==> src/hw/rtl/pctd_pkg.sv <==
// Shared constants, types and control structs for the prime test / prime count block.
// Used by the channel interfaces, the divider, the sequencer and the top level.
`timescale 1ns / 1ps

package pctd_pkg;

  // Field widths
  localparam int VAL_W      = 32;
  localparam int CNT_W      = 28;
  localparam int VALUE_BITS = 32;

  // Only the low min(VALUE_BITS, VAL_W) bits of the value take part
  localparam int MASK_W = (VALUE_BITS < VAL_W) ? VALUE_BITS : VAL_W;
  localparam logic [VAL_W-1:0] VALUE_MASK = (MASK_W >= VAL_W) ? {VAL_W{1'b1}} :
                                            VAL_W'((64'd1 << MASK_W) - 64'd1);

  // Root range and table sizes
  localparam int ROOT_W = VAL_W / 2;
  localparam int ROOT_N = 1 << ROOT_W;
  localparam int MUL_W  = ROOT_W + 1;
  localparam int PROD_W = 2 * MUL_W;

  // Divider step counter
  localparam int DIV_CNT_W = $clog2(VAL_W);

  // Smallest prime and first odd trial divisor
  localparam int PRIME_TWO = 2;
  localparam int DIV_FIRST = 3;

  typedef struct packed {
    logic             start;
    logic [VAL_W-1:0] dividend;
    logic [VAL_W-1:0] divisor;
  } div_req_t;

  typedef struct packed {
    logic             busy;
    logic             done;
    logic [VAL_W-1:0] quot;
    logic [VAL_W-1:0] rem;
  } div_rsp_t;

  typedef struct packed {
    logic             flag;
    logic [CNT_W-1:0] count;
  } res_t;

endpackage

==> src/hw/rtl/pctd_div.sv <==
// Shared restoring divider: one quotient bit per cycle.
// Depends on pctd_pkg (div_req_t, div_rsp_t, widths).
`timescale 1ns / 1ps

module pctd_div import pctd_pkg::*; (
  input  logic     clk,
  input  logic     rst_n,
  input  div_req_t req,
  output div_rsp_t rsp
);

  logic                 busy_r, busy_nxt;
  logic                 done_r, done_nxt;
  logic [DIV_CNT_W-1:0] cnt_r, cnt_nxt;
  logic [VAL_W-1:0]     quo_r, quo_nxt;
  logic [VAL_W-1:0]     rem_r, rem_nxt;
  logic [VAL_W-1:0]     dvs_r, dvs_nxt;

  logic [VAL_W:0]       trial;
  logic [VAL_W:0]       diff;
  logic                 ge;

  // One restoring step: shift in the next dividend bit, subtract if it fits
  always_comb begin
    trial = {rem_r, quo_r[VAL_W-1]};
    diff  = trial - {1'b0, dvs_r};
    ge    = (trial >= {1'b0, dvs_r});
  end

  always_comb begin
    busy_nxt = busy_r;
    done_nxt = 1'b0;
    cnt_nxt  = cnt_r;
    quo_nxt  = quo_r;
    rem_nxt  = rem_r;
    dvs_nxt  = dvs_r;
    if (busy_r) begin
      quo_nxt = {quo_r[VAL_W-2:0], ge};
      rem_nxt = ge ? diff[VAL_W-1:0] : trial[VAL_W-1:0];
      cnt_nxt = cnt_r + 1'b1;
      if (cnt_r == DIV_CNT_W'(VAL_W - 1)) begin
        busy_nxt = 1'b0;
        done_nxt = 1'b1;
      end
    end else if (req.start) begin
      busy_nxt = 1'b1;
      cnt_nxt  = '0;
      quo_nxt  = req.dividend;
      rem_nxt  = '0;
      dvs_nxt  = req.divisor;
    end
  end

  // Control
  always_ff @(posedge clk) begin
    if (!rst_n) begin
      busy_r <= 1'b0;
      done_r <= 1'b0;
      cnt_r  <= '0;
    end else begin
      busy_r <= busy_nxt;
      done_r <= done_nxt;
      cnt_r  <= cnt_nxt;
    end
  end

  // Datapath
  always_ff @(posedge clk) begin
    quo_r <= quo_nxt;
    rem_r <= rem_nxt;
    dvs_r <= dvs_nxt;
  end

  assign rsp.busy = busy_r;
  assign rsp.done = done_r;
  assign rsp.quot = quo_r;
  assign rsp.rem  = rem_r;

  // A new division is never asked for while one is in flight
  a_no_start_busy: assert property (@(posedge clk) disable iff (!rst_n)
    req.start |-> !busy_r)
    else $error("divider started while busy");

  // Done only closes a running division
  a_done_after_busy: assert property (@(posedge clk) disable iff (!rst_n)
    done_r |-> $past(busy_r))
    else $error("divider done without a running division");

  // Finished remainder is below the divisor
  a_rem_range: assert property (@(posedge clk) disable iff (!rst_n)
    done_r |-> (rem_r < dvs_r))
    else $error("divider remainder not below divisor");

endmodule

==> config.mk <==
export PLATFORM = sky130hd
export DESIGN_NAME = pctd_div
export DESIGN_NICKNAME = d
export VERILOG_FILES = /design/src/hw/rtl/pctd_pkg.sv /design/src/hw/rtl/pctd_div.sv
export SDC_FILE = /design/constraint.sdc
export NUM_CORES = 1
export LEC_CHECK = 0
export ABC_AREA = 1
export BUFFER_PORTS_ARGS = -buffer_cell sky130_fd_sc_hd__buf_2
export CAP_MARGIN = 0
export CORE_UTILIZATION = 58
export CTS_BUF_LIST = sky130_fd_sc_hd__clkbuf_8
export DETAILED_ROUTE_END_ITERATION = 7
export PLACE_DENSITY_LB_ADDON = 0.25
export SLEW_MARGIN = 25
export SYNTH_ARGS = -nofsm -noshare
export SYNTH_HDL_FRONTEND = slang
export SYNTH_SLANG_ARGS = --single-unit
==> constraint.sdc <==
create_clock -name clk -period 2.8 [get_ports clk]
set_input_delay 0.56 -clock clk [delete_from_list [all_inputs] [get_ports clk]]
set_output_delay 0.56 -clock clk [all_outputs]
set_load 0.005 [all_outputs]
==> impl_results.md, run 1 <==
- P_int: 3.084 mW
- Synthesis-to-finish area growth: 13.60%
- H-tree depth: 3
- Gpl congestion: 0.9514
- Clock Latency Late Sink: 0.40 ns
- DR iter-0 viols: 352
- Status: complete, no violations
- CP Capture Type: register
- Final TNS setup: 0 ns
- Die X: 112.9 um
- Synthesized area: 7138 um^2
- Clock root buffer: clkbuf_8
- Leak Pwr: 4.496 nW
- Port Buffers: 132
- # resized after CTS: 0
- Fmax: 0.3874 GHz
- Ys flop type: edfxtp_1
- Reg power frac: 0.404
- Die height: 112.9 um
- # rows: 40
- Largest area contributor in the netlist: edfxtp_1
- Share of cells above drive strength 1: 0.1700
- Ys async rst share: 0
- Core area: 12010 um^2
- EDFF count, synth: 96
- Final setup viols: 0
- Final worst-path cycle share: 0.9220
- Clock Skew: 0.01838 ns
- Crit Path Category: register to register
- Nets: 1232
- Slew HR: 0.5582
- Fin worst setup slack: 0.2184 ns
- Pre-CTS setup slack: 0.2330 ns
- DR vias/cell: 4.853
- WP data arrival: 2.73 ns
- CTS sink cnt: 103
- Switch share: 0.4055
- Routed wire length: 16930 um
- Synth cell count leaders: 396 x nand2_1, 198 x inv_1, 101 x nor2_1
- Vias: 6221
- Routed Antenna Nets: 0
- Max-Cap Viols: 0
- Initial antenna violation count: 0
- Clock Power Share: 0.171
- Ant. Diodes: 0
- CTS clock-pin slew for the worst setup and hold paths: 0.11 ns
- FILL cells: 1074
- Routed wire per std cell: 13.21 um
- Max Buffers Root-to-Sink: 2
- Startpoint types: register
- Synth area leaders: edfxtp_1 40%, nand2_1 21%, inv_1 10%
- Slew Limit Fails: 0
- Vias in the first global route: 5921
- HP Class: input pin to register
- I/O pin cnt: 133
- Post-Syn Instances: 999
- First-pass GRT wire length: 27810 um
- Pin count of the biggest net entering global routing: 47
- Share of the synthesized area in the top cell type: 0.4039
- Hold buffer count at CTS: 0
- Req. time, crit path: 2.95 ns
- Switching Power: 2.104 mW
- Comb power frac: 0.425
- Average size of a mapped cell: 7.145 um^2
- Slew @ Worst Pin: 0.6620 ns
- Grt ovf: 0
- Final HPWL DP: 13210 um
- Worst VDD drop: 0.4494 mV
- TritonCTS Buffers: 9
- Pwr Density: 639.8 nW/um^2
- Hold Vio Cnt, Final: 0
- Synth unique cells: 39
- DRC Markers: 0
- Initial DRT Pass Iterations: 5
- Final Critical Period: 2.582 ns
- Setup Buffers After CTS: 0
- Post-synth net total: 1101
- Die ar.: 12750 um^2
- Post-synthesis sequential area ratio: 0.4235
- Initial Util: 0.5943
- GR Util All Layers: 0.2823
- Yosys reg bits: 103
- Critical path fanouts, max: 17
- CTS tree: yes
- RSZ-0062 raised after global routing: false
- Yosys warns: 0
- Most common cell in the netlist: nand2_1
[sequential cells by signal, indices dropped and copies added (netlist names)]
| signal | count |
|---|---|
| dvs_r | 32 |
| quo_r | 32 |
| rem_r | 32 |
| cnt_r | 5 |
| busy_r | 1 |
| done_r | 1 |
[worst max-delay path, cell delays in order, from the launching register on]
cell and delay, ns:
edfxtp_1 0.45, ha_1 0.40, nand2_2 0.16, inv_1 0.05, nand2_1 0.06, nand2_1 0.09
nand2_1 0.08, nand2_1 0.06, nand2_1 0.10, nand3_2 0.12, nor2_8 0.31, buf_4 0.23
nand3_1 0.09, nand2_1 0.07, nor2_1 0.06
[cell type report]
class,instances,area (um^2),share of cell area
inverters,202,758.2,0.09350
flip-flops and latches,103,3024,0.3729
well taps,147,183.9,0.02268
repair buffers,140,758.2,0.09350
clock inverters,7,55.05,0.006789
multi-input cells,674,3206,0.3953
clock buffers,9,123.9,0.01528
[cells by family after synthesis]
group	count (synthesis)	share of synthesized area
AO/OA/AOI/OAI	26	0.02016
XOR/XNOR	15	0.01841
adder cells (fa/ha/maj)	35	0.06240
buffers and inverters	222	0.1274
flip-flops	103	0.4235
AND/OR/NAND/NOR	598	0.3481
[power by group through the flow]
stage | clock network, mW | logic [mW] | registers (mW)
6_report | 0.888 | 2.20 | 2.10
3_3_place_gp | 0 | 2.15 | 2.13
5_1_grt | 0.959 | 2.51 | 2.13
3_5_place_dp | 0 | 2.19 | 2.13
4_1_cts | 0.905 | 2.20 | 2.10
2_1_floorplan | 0 | 1.58 | 2.12
[layout by cell type (no fill, tap or decap), types with 6 or more instances in the layout]
| cell | instances |
|---|---|
| nand2_1 | 396 |
| nand2_2 | 10 |
| edfxtp_1 | 96 |
| nand3_1 | 47 |
| nor2_2 | 17 |
| nor2_1 | 101 |
| ha_1 | 34 |
| nand4_1 | 7 |
| dfxtp_1 | 6 |
| clkbuf_8 | 9 |
| a21oi_1 | 17 |
| buf_2 | 132 |
| inv_1 | 198 |
| xor2_1 | 14 |
[final timing paths]
path | start | end | depth (start not counted) | slack (ns)
worst min register to register | cnt_r[3] | cnt_r[3] | 1 | 0.47
worst max-delay path | rem_r[19] | rem_r[9] | 14 | 0.22
worst max register to register | rem_r[19] | rem_r[9] | 14 | 0.22
worst min-delay path | req[7] | dvs_r[7] | 1 | 0.32
[through the flow]
step           hold slack, ns  cells  utilization  total power [mW]  instance area (um^2)
6_report               0.3249   1282       0.6751             5.188                  8109
5_1_grt                0.3081   1282       0.6751             5.596                  8109
4_1_cts                0.3088   1282       0.6751             5.203                  8109
3_5_place_dp           0.4466   1266       0.6602             4.322                  7930
3_3_place_gp           0.4461   1266       0.6602             4.280                  7930
2_1_floorplan          0.4279    999            -             3.700                  7138
[routing by layer]
metal,global-route usage,vias up,part of all wire
li1,-,3298,-
met1,0.3550,2708,0.45
met2,0.4815,190,0.47
met3,0.06427,25,0.064
met4,0.09649,0,0.022
met5,0,-,0
(Power assumes the default switching activity.)
==> run 2, diff against run 1 <==
Settings changed: CORE_ASPECT_RATIO from default to 1.5, RECOVER_POWER from default to 25.
==> run 2 against run 1 <==
  * The flow now finishes with violations (capacitance limit, slew limit)
  * Critical endpoint is now quo_r[0]
  * Critical path depth is 3 lower
  * Highest routed layer unchanged
  * Power is 2.1% higher
  * Design area is 0.49% higher
  * First-iteration DRC count is 17% higher
  * Maximum frequency is 0.33% lower
  * Count of clock-buffer cells in the layout stayed put
  * Flip-flop and latch count stayed put
  * Core utilization is 0.31 points higher
  * Sequential share of layout area is 0.18 points lower
==> impl_results.md, run 2 (synthesis gave the netlist of run 1 again) <==
- Status: finished with violations (was complete, no violations)
- Failing checks: capacitance limit, slew limit
- Hold_sp: req[0] (was req[7])
- Routed wire per std cell: 14.18 um (was 13.21 um)
- Pwr Density: 649.8 nW/um^2 (was 639.8 nW/um^2)
- Most frequent cells in the layout: 396 x nand2_1, 197 x inv_1, 132 x buf_2, 101 x nor2_1, 96 x edfxtp_1 (was 396 x nand2_1, 198 x inv_1, 132 x buf_2, 101 x nor2_1, 96 x edfxtp_1)
- Largest regs: dvs_r x32, quo_r x32, rem_r x32 (unchanged)
- Vias: 6478 (was 6221)
- Initial Util: 0.5940 (was 0.5943)
- Final Critical Period: 2.590 ns (was 2.582 ns)
- Slew HR: -0.1815 (was 0.5582)
- Share of cells above drive strength 1: 0.1743 (was 0.1700)
- Hold Vio Cnt, Final: 0 (unchanged)
- H-tree depth: 3 (unchanged)
- Crit Path Category: register to register (unchanged)
- CTS clock-pin slew for the worst setup and hold paths: 0.12 ns (was 0.11 ns)
- Max Buffers Root-to-Sink: 2 (unchanged)
- Fmax: 0.3861 GHz (was 0.3874 GHz)
- DR iter-0 viols: 413 (was 352)
- Synthesis-to-finish area growth: 14.16% (was 13.60%)
- DR vias/cell: 5.002 (was 4.853)
- GR Util All Layers: 0.2953 (was 0.2823)
- Max-Cap Viols: 1 (was 0)
- Leak Pwr: 4.509 nW (was 4.496 nW)
- RSZ-0062 raised after global routing: false (unchanged)
- Critical path fanouts, max: 23 (was 17)
- Final core occ: 0.6782 (was 0.6751)
- First-pass GRT wire length: 28840 um (was 27810 um)
- Startpoint types: register (unchanged)
- Commonest non-fill, non-tap cell in the layout: nand2_1 (unchanged)
- WP data arrival: 2.69 ns (was 2.73 ns)
- HP Class: input pin to register (unchanged)
- Initial antenna violation count: 0 (unchanged)
- Grt ovf: 0 (unchanged)
- CP Capture Type: register (unchanged)
- Final worst-path cycle share: 0.9251 (was 0.9220)
- Placed Area: 7953 um^2 (was 7930 um^2)
- Clock Skew: 0.01742 ns (was 0.01838 ns)
- CTS tree: yes (unchanged)
- Req. time, crit path: 2.90 ns (was 2.95 ns)
- Clock Latency Late Sink: 0.40 ns (about the same)
- Die X: 92.58 um (was 112.9 um)
- Gpl congestion: 1.024 (was 0.9514)
- Slew @ Worst Pin: 1.772 ns (was 0.6620 ns)
- Ant. Diodes: 0 (unchanged)
- Pin count of the biggest net entering global routing: 39 (was 47)
- Worst VDD drop: 0.4053 mV (was 0.4494 mV)
- Core area: 12020 um^2 (was 12010 um^2)
- Worst r2r src: rem_r[19] (unchanged)
- Initial DRT Pass Iterations: 5 (unchanged)
- Nets: 1239 (was 1232)
- Slew Limit Fails: 34 (was 0)
- Die ar.: 12760 um^2 (was 12750 um^2)
- Final HPWL DP: 14100 um (was 13210 um)
- Die height: 137.9 um (was 112.9 um)
- Port Buffers: 132 (unchanged)
- # rows: 49 (was 40)
- Finished Cell Area: 8149 um^2 (was 8109 um^2)
- Worst r2r dst: quo_r[0] (was rem_r[9])
- Hold path cells: 1 (unchanged)
- Clock root buffer: clkbuf_8 (unchanged)
- I/O pin cnt: 133 (unchanged)
- Final setup viols: 0 (unchanged)
- CTS sink cnt: 103 (unchanged)
- Hold buffer count at CTS: 0 (unchanged)
- Hold path endpoint: dvs_r[0] (was dvs_r[7])
- DRC Markers: 0 (unchanged)
- TritonCTS Buffers: 9 (unchanged)
- Routed wire length: 18360 um (was 16930 um)
- Vias in the first global route: 6101 (was 5921)
- FF-to-FF setup slack: 0.21 ns (was 0.22 ns)
- Routed Antenna Nets: 0 (unchanged)
- Worst r2r path cells: 11 (was 14)
==> run 2: worst max path at each step <==
stage                    from   endpoint  cells past startpoint
CTS                 rem_r[19]  rem_r[11]                     12
floorplan              busy_r   quo_r[0]                      3
finish              rem_r[19]   quo_r[0]                     11
detailed placement  rem_r[19]   quo_r[0]                     11
global route        rem_r[19]   quo_r[0]                     11
global placement    rem_r[19]   quo_r[0]                     11
==> run 2: timing repair <==
action | in CTS | in global routing
gates resized for setup | 1 | 0
endpoints found under the setup margin | 23 | 0
buffers inserted | 0 | 0
==> run 2: per-layer routing <==
layer	GRT usage	part of all wire	vias up	wire, um
met1	0.3207	0.39	2946	7207
met5	0	0	-	0
met4	0.1337	0.036	0	665
li1	-	-	3307	-
met3	0.03893	0.038	44	690
met2	0.5642	0.53	181	9798
==> run 2: layout make-up <==
class                           count  area [um^2]
Fill cell                        1118         3867
Clock buffer                        9        123.9
Tap cell                          153        191.4
Timing Repair Buffer              147        765.7
Multi-Input combinational cell    674         3211
Clock inverter                      7        75.07
Inverter                          202        758.2
Sequential cell                   103         3024
==> run 2: report_power, final <==
part / switching, mW / leakage [nW] / internal (mW)
registers: 0.129 / 1.03 / 1.95
logic: 1.46 / 3.38 / 0.795
clock network: 0.609 / 0.0964 / 0.350
==> run 2: metrics by stage <==
step           instances  setup slack (ns)  power [mW]  TNS (ns)  hold WS, ns
3_5_place_dp        1279          -0.07729       4.349   -0.5818       0.4602
3_3_place_gp        1279          -0.06574       4.322   -0.6542       0.4459
4_1_cts             1295            0.2089       5.307         0       0.3278
2_1_floorplan        999            0.4827       3.700         0       0.4279
5_1_grt             1295           0.02910       5.671         0       0.3223
6_report            1295            0.2098       5.295         0       0.3295
==> run 2: critical path, cell delays in order (launching register included) <==
cell and delay [ns]:
edfxtp_1 0.45, ha_1 0.40, nand2_2 0.16, inv_1 0.05, nand2_1 0.06, nand2_1 0.09, nand2_1 0.07, nand2_1 0.08
nand2_1 0.10, nand4_1 0.17, nor2_4 0.56, o21ai_1 0.10
